[src/rtl/clfl_pkg.sv]
// Shared types and constants of the cursor list block.
`timescale 1ns / 1ps
package clfl_pkg;

   localparam int KEY_W = 64;
   localparam int ID_W  = 15;
   localparam int PAY_W = 32;
   localparam int REC_W = KEY_W + ID_W + PAY_W;

   localparam logic signed [ID_W-1:0] NO_ID = -15'sd999;
   localparam logic [6:0] COUNT_MAX = 7'd127;

   typedef enum logic [2:0] {
      ACT_INSERT    = 3'd0,
      ACT_DEL_FIRST = 3'd1,
      ACT_DEL_ALL   = 3'd2,
      ACT_COPY      = 3'd3,
      ACT_READ      = 3'd4,
      ACT_CLEAR     = 3'd5
   } action_type;

   typedef enum logic [1:0] {
      ST_OK        = 2'd0,
      ST_NOT_FOUND = 2'd1,
      ST_HEAP_FULL = 2'd2,
      ST_BAD       = 2'd3
   } status_type;

   typedef enum logic [4:0] {
      S_IDLE, S_DISPATCH, S_INS_WR, S_DEL_LOOP, S_DEL_EVAL, S_DEL_FREE,
      S_CPY_LOOP, S_CPY_LATCH, S_CPY_SCAN, S_CPY_STEP, S_CPY_TAKE, S_CPY_ALLOC,
      S_CPY_LINK, S_CPY_RDNEXT, S_CPY_ADV, S_RD_DATA, S_FIN
   } state_type;

   typedef enum logic [4:0] {
      OP_NONE, OP_LOAD, OP_SET_FULL, OP_SET_BAD, OP_TAKE_RD, OP_INS_WR,
      OP_DEL_INIT, OP_CUR_RD, OP_DEL_EVAL, OP_DEL_FREE, OP_CPY_INIT, OP_CPY_LATCH,
      OP_P_RD, OP_P_ADV, OP_CPY_SKIP, OP_CPY_ALLOC, OP_CPY_LINK, OP_CUR_RD_LINK,
      OP_CPY_ADV, OP_RD_NODE, OP_RD_OUT, OP_CLEAR, OP_FIN
   } op_type;

   typedef struct packed {
      action_type act;
      logic       same_list;
      logic       sel_ok;
      logic       free_ok;
      logic       cur_ok;
      logic       p_ok;
      logic       match;
      logic       less;
      logic       prev_null;
   } dp_status_type;

endpackage

[src/rtl/clfl_ctrl.sv]
// Controller state machine of the cursor list block.
`timescale 1ns / 1ps
module clfl_ctrl (
   input  logic                    clock,
   input  logic                    reset,
   input  logic                    req_valid,
   output logic                    req_stall,
   output logic                    rsp_valid,
   input  logic                    rsp_stall,
   input  clfl_pkg::dp_status_type stat,
   output clfl_pkg::op_type        op
);
   clfl_pkg::state_type state_ff, state_in;
   logic rsp_valid_ff, rsp_valid_in;
   logic out_free;

   assign out_free  = !rsp_valid_ff || !rsp_stall;
   assign req_stall = (state_ff != clfl_pkg::S_IDLE);
   assign rsp_valid = rsp_valid_ff;

   always_ff @(posedge clock) begin
      if (reset) begin
         state_ff     <= clfl_pkg::S_IDLE;
         rsp_valid_ff <= 1'b0;
      end else begin
         state_ff     <= state_in;
         rsp_valid_ff <= rsp_valid_in;
      end
   end

   always_comb begin
      state_in     = state_ff;
      op           = clfl_pkg::OP_NONE;
      rsp_valid_in = rsp_valid_ff && rsp_stall;
      unique case (state_ff)
         clfl_pkg::S_IDLE: begin
            if (req_valid) begin
               op       = clfl_pkg::OP_LOAD;
               state_in = clfl_pkg::S_DISPATCH;
            end
         end
         clfl_pkg::S_DISPATCH: begin
            state_in = clfl_pkg::S_FIN;
            unique case (stat.act) inside
               clfl_pkg::ACT_INSERT: begin
                  if (stat.free_ok) begin
                     op       = clfl_pkg::OP_TAKE_RD;
                     state_in = clfl_pkg::S_INS_WR;
                  end else begin
                     op = clfl_pkg::OP_SET_FULL;
                  end
               end
               clfl_pkg::ACT_DEL_FIRST, clfl_pkg::ACT_DEL_ALL: begin
                  op       = clfl_pkg::OP_DEL_INIT;
                  state_in = clfl_pkg::S_DEL_LOOP;
               end
               clfl_pkg::ACT_COPY: begin
                  if (stat.same_list) begin
                     op = clfl_pkg::OP_SET_BAD;
                  end else begin
                     op       = clfl_pkg::OP_CPY_INIT;
                     state_in = clfl_pkg::S_CPY_LOOP;
                  end
               end
               clfl_pkg::ACT_READ: begin
                  if (stat.sel_ok) begin
                     op       = clfl_pkg::OP_RD_NODE;
                     state_in = clfl_pkg::S_RD_DATA;
                  end else begin
                     op = clfl_pkg::OP_SET_BAD;
                  end
               end
               clfl_pkg::ACT_CLEAR: op = clfl_pkg::OP_CLEAR;
               default:             op = clfl_pkg::OP_SET_BAD;
            endcase
         end
         clfl_pkg::S_INS_WR: begin
            op       = clfl_pkg::OP_INS_WR;
            state_in = clfl_pkg::S_FIN;
         end
         clfl_pkg::S_DEL_LOOP: begin
            if (stat.cur_ok) begin
               op       = clfl_pkg::OP_CUR_RD;
               state_in = clfl_pkg::S_DEL_EVAL;
            end else begin
               state_in = clfl_pkg::S_FIN;
            end
         end
         clfl_pkg::S_DEL_EVAL: begin
            op       = clfl_pkg::OP_DEL_EVAL;
            state_in = stat.match ? clfl_pkg::S_DEL_FREE : clfl_pkg::S_DEL_LOOP;
         end
         clfl_pkg::S_DEL_FREE: begin
            op       = clfl_pkg::OP_DEL_FREE;
            state_in = (stat.act == clfl_pkg::ACT_DEL_ALL) ? clfl_pkg::S_DEL_LOOP
                                                           : clfl_pkg::S_FIN;
         end
         clfl_pkg::S_CPY_LOOP: begin
            if (stat.cur_ok) begin
               op       = clfl_pkg::OP_CUR_RD;
               state_in = clfl_pkg::S_CPY_LATCH;
            end else begin
               state_in = clfl_pkg::S_FIN;
            end
         end
         clfl_pkg::S_CPY_LATCH: begin
            op       = clfl_pkg::OP_CPY_LATCH;
            state_in = clfl_pkg::S_CPY_SCAN;
         end
         clfl_pkg::S_CPY_SCAN: begin
            if (stat.p_ok) begin
               op       = clfl_pkg::OP_P_RD;
               state_in = clfl_pkg::S_CPY_STEP;
            end else begin
               state_in = clfl_pkg::S_CPY_TAKE;
            end
         end
         clfl_pkg::S_CPY_STEP: begin
            if (stat.less) begin
               op       = clfl_pkg::OP_P_ADV;
               state_in = clfl_pkg::S_CPY_SCAN;
            end else begin
               state_in = clfl_pkg::S_CPY_TAKE;
            end
         end
         clfl_pkg::S_CPY_TAKE: begin
            if (stat.free_ok) begin
               op       = clfl_pkg::OP_TAKE_RD;
               state_in = clfl_pkg::S_CPY_ALLOC;
            end else begin
               op       = clfl_pkg::OP_CPY_SKIP;
               state_in = clfl_pkg::S_CPY_RDNEXT;
            end
         end
         clfl_pkg::S_CPY_ALLOC: begin
            op       = clfl_pkg::OP_CPY_ALLOC;
            state_in = stat.prev_null ? clfl_pkg::S_CPY_RDNEXT : clfl_pkg::S_CPY_LINK;
         end
         clfl_pkg::S_CPY_LINK: begin
            op       = clfl_pkg::OP_CPY_LINK;
            state_in = clfl_pkg::S_CPY_RDNEXT;
         end
         clfl_pkg::S_CPY_RDNEXT: begin
            op       = clfl_pkg::OP_CUR_RD_LINK;
            state_in = clfl_pkg::S_CPY_ADV;
         end
         clfl_pkg::S_CPY_ADV: begin
            op       = clfl_pkg::OP_CPY_ADV;
            state_in = clfl_pkg::S_CPY_LOOP;
         end
         clfl_pkg::S_RD_DATA: begin
            op       = clfl_pkg::OP_RD_OUT;
            state_in = clfl_pkg::S_FIN;
         end
         clfl_pkg::S_FIN: begin
            if (out_free) begin
               op           = clfl_pkg::OP_FIN;
               rsp_valid_in = 1'b1;
               state_in     = clfl_pkg::S_IDLE;
            end
         end
         default: state_in = clfl_pkg::S_IDLE;
      endcase
   end
endmodule

[config.mk]
export PLATFORM = sky130hd
export DESIGN_NAME = clfl_ctrl
export DESIGN_NICKNAME = d
export VERILOG_FILES = /design/src/rtl/clfl_pkg.sv /design/src/rtl/clfl_ctrl.sv
export SDC_FILE = /design/constraint.sdc
export NUM_CORES = 1
export LEC_CHECK = 0
export BUFFER_PORTS_ARGS = -buffer_cell sky130_fd_sc_hd__buf_2
export CAP_MARGIN = 25
export CORE_MARGIN = 2
export CORE_UTILIZATION = 31
export CTS_BUF_LIST = sky130_fd_sc_hd__clkbuf_8
export DETAILED_ROUTE_END_ITERATION = 12
export GPL_ROUTABILITY_DRIVEN = 0
export MAX_ROUTING_LAYER = met4
export PLACE_DENSITY = 0.55
export SLEW_MARGIN = 10
export SYNTH_ARGS = -nofsm -noshare
export SYNTH_HDL_FRONTEND = slang
export SYNTH_SLANG_ARGS = --single-unit
[constraint.sdc]
create_clock -name clock -period 3.7 [get_ports clock]
set_input_delay 0.37 -clock clock [delete_from_list [all_inputs] [get_ports clock]]
set_output_delay 0.37 -clock clock [all_outputs]
set_load 0.03 [all_outputs]
---- Word level (Yosys, flattened, before mapping) ----
Cells that the tools add are included.
W data, S select, Z words.
operators by class
  eq/ne operators ......................... 23
  muxes and demuxes ....................... 28
  reductions and logical operators ........ 11
operators with widths
  kind                  number
  $pmux W5 S16          2
  $mux W5               10
  $eq A5 B4 Y1 const B  8
  $pmux W5 S5           1
  $eq A5 B3 Y1 const B  4
  $pmux W5 S4           1
  $mux W4               4
  $mux W3               4
  $eq A5 B2 Y1 const B  2
  $eq A3 B2 Y1 const B  2
  $eq A3 B3 Y1 const B  2
  $reduce_or A2 Y1      3
  $eq A5 B1 Y1 const B  1
  $eq A5 B5 Y1 const B  1
  $logic_not A5 Y1      1
  $reduce_bool A5 Y1    1
  $mux W1               4
  $mux W2               2
  $ne A2 B2 Y1 const B  2
  $eq A3 B1 Y1 const B  1
  $logic_not A3 Y1      1
  $logic_not A1 Y1      2
  $reduce_and A2 Y1     1
  $logic_and A1 B1 Y1   1
  $logic_or A1 B1 Y1    1
word-level totals
  register bits ........................... 6
  input bits .............................. 15
  output and inout bits ................... 7

---- Longest topological paths before layout ----
Gate-level depths: netlist (run 1).
  depth after elaboration ................. 4
  mapped depth ............................ 6
  gate-level depth less buffers ........... 5

---- Worst setup path after synthesis (run 1) ----
OpenSTA, ideal clock, no wires.
  path type ............................... register -> output
  start ................................... register state_ff[2]
  end ..................................... output op[0]
  arrival ................................. 1329 ps
  data required time ...................... 3330 ps
  setup slack ............................. 2001 ps
  cell stages (with the launch flop) ...... 6
  cell sequence ........................... dfxtp_1 buf_2 maj3_1 o32a_1 a31oi_1 a21o_1
on the way
  longest elaborated chain between the ends .. 3
RTL lines
  what                                                 line             text
  start, declared                                      clfl_ctrl.sv:13  clfl_pkg::state_type state_ff, state_in;
  start signal, assigned                               clfl_ctrl.sv:23  state_ff <= clfl_pkg::S_IDLE;
  start signal, assigned                               clfl_ctrl.sv:26  state_ff <= state_in;
  $eq A5 B3 Y1 / $eq A5 B2 Y1 (equally long branches)  clfl_ctrl.sv:35  unique case (state_ff)
  $reduce_or A2 Y1 (no source line)                    -
  $pmux W5 S16 (*)                                     clfl_ctrl.sv:35
  end, declared                                        clfl_ctrl.sv:11  output clfl_pkg::op_type op
Mark *: on every way between the ends. The rest lies on a longest branch, timed or not.

---- Worst setup path in the final report (run 1) ----
  start ................................... register state_ff[0]
  end ..................................... output op[1]
Same word-level chain as after synthesis.

==> results of run 1 <==
cells by family (layout without fill, tap and decap cells):
kind of cell,after synthesis,count (layout),share of synthesized area [%]
simple gates,59,59,35.4
compound gates,48,48,37.4
buf+inv,16,30,10.1
flops,6,6,14.7
fa+ha+maj,1,1,1.23
mux,1,1,1.23
per-layer routing:
metal / vias to the layer above / wire length [um] / GRT usage, %
met2: 22 / 1150 / 24.8
met3: 2 / 72 / 1.87
met5: - / 0 / -
li1: 509 / - / -
met1: 427 / 1140 / 21.1
met4: 0 / 17 / 4.18
final cells by class:
| cell class | instances | area, sq um |
|---|---|---|
| fillers | 304 | 1540 |
| repair buffers | 21 | 105 |
| flip-flops and latches | 6 | 120 |
| clock buffers | 3 | 41.3 |
| multi-input cells | 109 | 614 |
| inverters | 6 | 22.5 |
| well taps | 30 | 37.5 |
power by group through the flow:
| stage | Combinational (W) | Clock (W) | Sequential, W |
|---|---|---|---|
| 3_5_place_dp | 0.000385 | 0 | 0.000145 |
| 3_3_place_gp | 0.000385 | 0 | 0.000145 |
| 2_1_floorplan | 0.000340 | 0 | 0.000100 |
| 4_1_cts | 0.000387 | 0.0000973 | 0.000144 |
| 5_1_grt | 0.000422 | 0.000103 | 0.000152 |
| 6_report | 0.000388 | 0.0000943 | 0.000145 |
state kept, by name (all words and copies together), names as in the netlist:
signal and count:
rsp_valid 1, state_ff 5
cell usage in the layout, fill, tap and decap left out, types with 5 or more instances in the layout:
cell,synthesis,layout
dfxtp_1,6,6
nand2b_1,8,8
buf_2,6,21
a31oi_1,7,7
nand2_1,17,17
a21oi_1,9,9
o21ai_0,7,7
o21ai_1,7,7
nor2_1,14,14
inv_1,5,5
stage by stage:
| step | setup WS (ns) | total power (W) | instance area [sq um] | std cells |
|---|---|---|---|---|
| after floorplan | 2.00 | 0.000441 | 817 | 131 |
| after global placement | 1.55 | 0.000530 | 900 | 172 |
| after detailed placement | 1.55 | 0.000531 | 900 | 172 |
| after CTS | 1.32 | 0.000628 | 941 | 175 |
| after global routing | 1.08 | 0.000676 | 941 | 175 |
| final | 1.30 | 0.000627 | 941 | 175 |
worst max-delay path by stage:
stage	end	from	depth (start not counted)	slack, ns
CTS	op[1]	state_ff[0]$_SDFFE_PP0P_	5	1.32
global placement	op[1]	state_ff[0]$_SDFFE_PP0P_	5	1.55
floorplan	op[0]	state_ff[2]$_SDFFE_PP0P_	5	2.00
global route	op[1]	state_ff[0]$_SDFFE_PP0P_	5	1.08
finish	op[1]	state_ff[0]$_SDFFE_PP0P_	5	1.30
detailed placement	op[1]	state_ff[0]$_SDFFE_PP0P_	5	1.55
==> qor.txt, run 1 <==
status -> finished, final reports clean
antenna violations before repair -> 0
PwrDens -> 667 mW/mm^2
cell count after synthesis -> 131
post-route setup TNS -> 0 ns
area delta synth->final -> 15.2%
Setup Buffers After CTS -> 0
Buffers & Inverters on Critical Path -> 1
number of global-route vias before repair -> 860
Hold Path Class -> in -> reg
Worst EP arrival -> 2.03 ns
Sw Ratio -> 54.0%
worst r2r path cells -> 4
sequential share of the synthesized area -> 14.7%
TritonCTS clock tree -> done
core area -> 0.00248 sq mm
Int Power -> 0.000288 W
Distinct cells, synth -> 42
DR vias -> 960
Synth top area share -> 14.7%
CTS Sinks -> 6
WL final -> 2380 um
worst-margin pin slew -> 0.769 ns
Endpoint, Worst Hold -> state_ff[1]$_SDFFE_PP0P_
Top Ports -> 22
die span in y -> 55.3 um
Max Slew Vio Count -> 0
synthesized area per cell -> 6.24 sq um
total CTS buffers -> 3
final core utilization -> 38.0%
maxcap violations -> 0
Worst Setup Path Type -> reg -> out
IO Port Bufs -> 21
Nets -> 162
r2r startpoint -> state_ff[0]$_SDFFE_PP0P_
combinational share of power -> 61.8%
R2R setup slack -> 1.92 ns
CP Cell Sequence -> nand2_1, nor2_2, o21ai_0, nand4_1, buf_2
Finish-stage setup viols -> 0
Hold Fails Final Rpt -> 0
gr ovfl total -> 0
hold bufs inserted after CTS -> 0
HPWL after detailed placement -> 1870 um
Rows -> 18
post_cts resized -> 0
leakage power -> 0.382 nW
CP max FO -> 26
#FFs+latches synth -> 6
share of cells above drive strength 1 -> 19.3%
chip width -> 55.3 um
DRC Markers -> 0
root buffer cell -> clkbuf_8
FFs w/ async S/R, synth -> 0%
vias per cell -> 5.49
clock latency on the worst-skew pair -> 0.22 ns
hold path depth -> 2
mapped cell area -> 817 sq um
Final period util -> 64.8%
Clock Skews -> 0.000597 ns
Synth area leader -> dfxtp_1
Clk pwr share -> 15.0%
post-layout min period -> 2.40 ns
largest delay contributor family on the critical path -> flip-flops
worst r2r dst -> state_ff[2]$_SDFFE_PP0P_
DRT Pass-1 Iters -> 4
CP Capture Type -> output pin
worst path required time -> 3.33 ns
dominant synthesized flop cell -> dfxtp_1
Global Route Usage Sum -> 15.7%
top-count cell post-synth -> nand2_1
Crit-path slowest cell -> dfxtp_1
Peak Freq -> 417 MHz
Relative slew margins -> 48.7%
EDFF count, synth -> 0
largest net degree at the start of global routing -> 27
Synth area leaders -> dfxtp_1, nand2_1, nor2_1, nand2b_1, a21oi_1
initial core utilization -> 33.0%
hold path startpoint -> reset
global-route wire length before repair -> 3880 um
final hold slack -> 0.386 ns
H-tree depth -> 1
setup repair after global routing missed its margin -> no
synth cell count leaders -> nand2_1, nor2_1, a21oi_1, nand2b_1
WL per Instance -> 13.6 um
CTS Buffer Depth -> 2
Crit path largest cell delay -> 0.81 ns
final antenna-violating net count -> 0
crit start category -> flop
Net Switching -> 0.000339 W
YS warnings -> 0
starting DRC count in detailed routing -> 19
clock slew at reported path FFs -> 0.03 ns
Syn Nets -> 146
total die area -> 0.00306 sq mm
Flop pwr share -> 23.1%
ant diodes -> 0
VDD IR max -> 0.357 mV
(Power assumes the default switching activity.)
==> inputs of run 2 (changes only) <==
ABC_AREA = 1   (was unset)
PLACE_DENSITY = 0.57   (was 0.55)
clock period = 2.06 ns   (was 3.7 ns; I/O delays follow)
==> qor.txt, run 2 <==
Register Area -> 121 sq um (+1.0%)
PwrDens -> 652 mW/mm^2 (-2.1%)
HPWL after detailed placement -> 2040 um (+9.3%)
synthesized area per cell -> 5.12 sq um (-18%)
hold path depth -> 2 (unchanged)
Worst Setup Path Type -> reg -> out
sequential share of the synthesized area -> 14.6% (-0.13 points)
Finish-stage setup viols -> 0 (unchanged)
global-route wire length before repair -> 3970 um (+2.3%)
mapped cell area -> 825 sq um (+0.92%)
Syn Nets -> 176 (+21%)
number of global-route vias before repair -> 945 (+9.9%)
area delta synth->final -> 20.2%
crit start category -> flop
DP Cell Count -> 210 (+22%)
Synth area leader -> nand2_1
starting DRC count in detailed routing -> 51 (+32)
Max Slew Vio Count -> 0 (unchanged)
gr ovfl total -> 0 (unchanged)
post-route setup TNS -> 0 ns (unchanged)
top-count cell post-synth -> nand2_1
cell count after synthesis -> 161 (+23%)
total CTS buffers -> 3 (unchanged)
most frequent cells in the layout -> nand2_1, nor2_1, nand3_1, inv_1, buf_2
share of cells above drive strength 1 -> 19.1% (-0.18 points)
Fill cells -> 289 (-4.9%)
synth cell count leaders -> nand2_1, nor2_1, nand3_1, inv_1, o21ai_0
DRC Markers -> 0 (unchanged)
DRT Pass-1 Iters -> 4 (unchanged)
worst-margin pin slew -> 0.357 ns (-0.411 ns)
Synth area leaders -> nand2_1, dfxtp_1, nor2_1, nand3_1, inv_1
root buffer cell -> clkbuf_8
worst r2r path cells -> 9 (+5)
Final period util -> 93.4%
VDD IR max -> 0.574 mV (+61%)
initial core utilization -> 33.0% (about the same)
Final Non-Filler Cells -> 213 (+22%)
Clock Skews -> 0.00361 ns (+0.00302 ns)
CP max FO -> 8 (-69%)
worst path required time -> 1.85 ns (-1.48 ns)
leakage power -> 0.568 nW (+49%)
Synth top area share -> 18.2% (+3.5 points)
H-tree depth -> 1 (unchanged)
ant diodes -> 0 (unchanged)
YS warnings -> 0 (unchanged)
dominant synthesized flop cell -> dfxtp_1
antenna violations before repair -> 0 (unchanged)
Setup Buffers After CTS -> 0 (unchanged)
Largest Register -> state_ff
setup repair after global routing missed its margin -> no
vias per cell -> 5.14 (-6.3%)
Top Ports -> 22 (unchanged)
Rows -> 18 (unchanged)
Hold Path Class -> in -> reg
largest net degree at the start of global routing -> 14 (-48%)
total die area -> 0.00309 sq mm (+0.85%)
EDFF count, synth -> 0 (unchanged)
CTS Sinks -> 6 (unchanged)
status -> finished, final reports clean
CTS Buffer Depth -> 2 (unchanged)
die span in y -> 55.6 um (+0.42%)
Peak Freq -> 520 MHz
DR vias -> 1095 (+14%)
Relative slew margins -> 76.1% (+27 points)
CP Capture Type -> output pin
#FFs+latches synth -> 6 (unchanged)
post-layout min period -> 1.92 ns
Worst EP arrival -> 1.72 ns (-0.31 ns)
maxcap violations -> 0 (unchanged)
commonest non-fill, non-tap cell in the layout -> nand2_1
WL final -> 2470 um (+3.5%)
FFs w/ async S/R, synth -> 0% (unchanged)
clock latency on the worst-skew pair -> 0.22 ns (about the same)
Nets -> 200 (+23%)
Hold Fails Final Rpt -> 0 (unchanged)
Distinct cells, synth -> 20 (-52%)
final antenna-violating net count -> 0 (unchanged)
IO Port Bufs -> 21 (unchanged)
chip width -> 55.6 um (+0.42%)
Multi-input gate area -> 592 sq um (-3.7%)
core area -> 0.00250 sq mm (+0.91%)
WL per Instance -> 11.6 um (-15%)
TritonCTS clock tree -> done
Global Route Usage Sum -> 16.2% (+0.55 points)
final hold slack -> 0.199 ns (-0.187 ns)
Largest register FFs -> 5 (unchanged)
clock slew at reported path FFs -> 0.04 ns (about the same)
[run 2: cell types whose count changed in the layout (fill, tap and decap cells not counted), sizes merged, moves of 5 or more]
cell and delta:
nand2b -8, o21ai -5, nor2 +20, nand2 +24
a31oi -7, nand3 +20, inv +19
[run 2: critical path: stages (launching register included)]
cell and delay [ns]:
dfxtp_2 0.43, inv_1 0.12, nor2_2 0.23, nand3_1 0.14
nand2_1 0.08, nand2_1 0.09, o21ai_0 0.10, nor2_1 0.06
nand3_1 0.06, buf_2 0.19
[run 2: report_power, final]
group / total, W / switching (W) / leakage, nW / internal [W]
logic: 0.000324 / 0.000229 / 0.497 / 0.0000954
clock network: 0.000172 / 0.0000471 / 0.0216 / 0.000125
registers: 0.000150 / 0.0000208 / 0.0493 / 0.000129
total: 0.000647 / 0.000297 / 0.568 / 0.000350
[run 2: final cells by class]
class	instances	area share, %
multi-input combinational	128	59.7
tap	30	3.79
sequential	6	12.2
clock buffer	3	4.17
inverter	25	9.47
timing repair buffer	21	10.6
[run 2: final timing paths]
check | from | endpoint | slack [ns]
max | state_ff[1]$_SDFFE_PP0P_ | op[0] | 0.14
min | reset | state_ff[2]$_SDFFE_PP0P_ | 0.20
max reg2reg | state_ff[4]$_SDFFE_PP0P_ | state_ff[4]$_SDFFE_PP0P_ | 0.60
min reg2reg | rsp_valid$_SDFF_PP0_ | rsp_valid$_SDFF_PP0_ | 0.56
[run 2: through the flow]
step / worst slack [ns] / util [%] / total power [W] / cell area [sq um]
3_5_place_dp: 0.258 / 37.9 / 0.000473 / 948
5_1_grt: 0.0150 / 39.6 / 0.000699 / 991
4_1_cts: 0.0188 / 39.6 / 0.000650 / 990
3_3_place_gp: 0.262 / 37.9 / 0.000472 / 948
6_report: 0.136 / 39.6 / 0.000647 / 991
2_1_floorplan: 0.398 / - / 0.000387 / 825
[run 2: cell families (layout without fill, tap and decap cells)]
| group | after synthesis | in the layout | share of synthesized area, % |
|---|---|---|---|
| simple gates | 110 | 110 | 59.6 |
| flops | 6 | 6 | 14.6 |
| buf+inv | 27 | 49 | 13.7 |
| compound gates | 18 | 18 | 12.1 |
[run 2: per-layer routing]
metal | track usage [%] | vias up | part of all wire (%)
li1 | - | 564 | -
met1 | 21.9 | 478 | 47
met2 | 25.0 | 51 | 43
met3 | 4.42 | 2 | 9.0
met4 | 2.09 | 0 | 1.0
met5 | - | - | 0
[run 2: timing repair]
action | in CTS | in global routing
endpoints found under the setup margin | 0 | 4
resized for setup | 0 | 1
hold buffers | 0 | 0
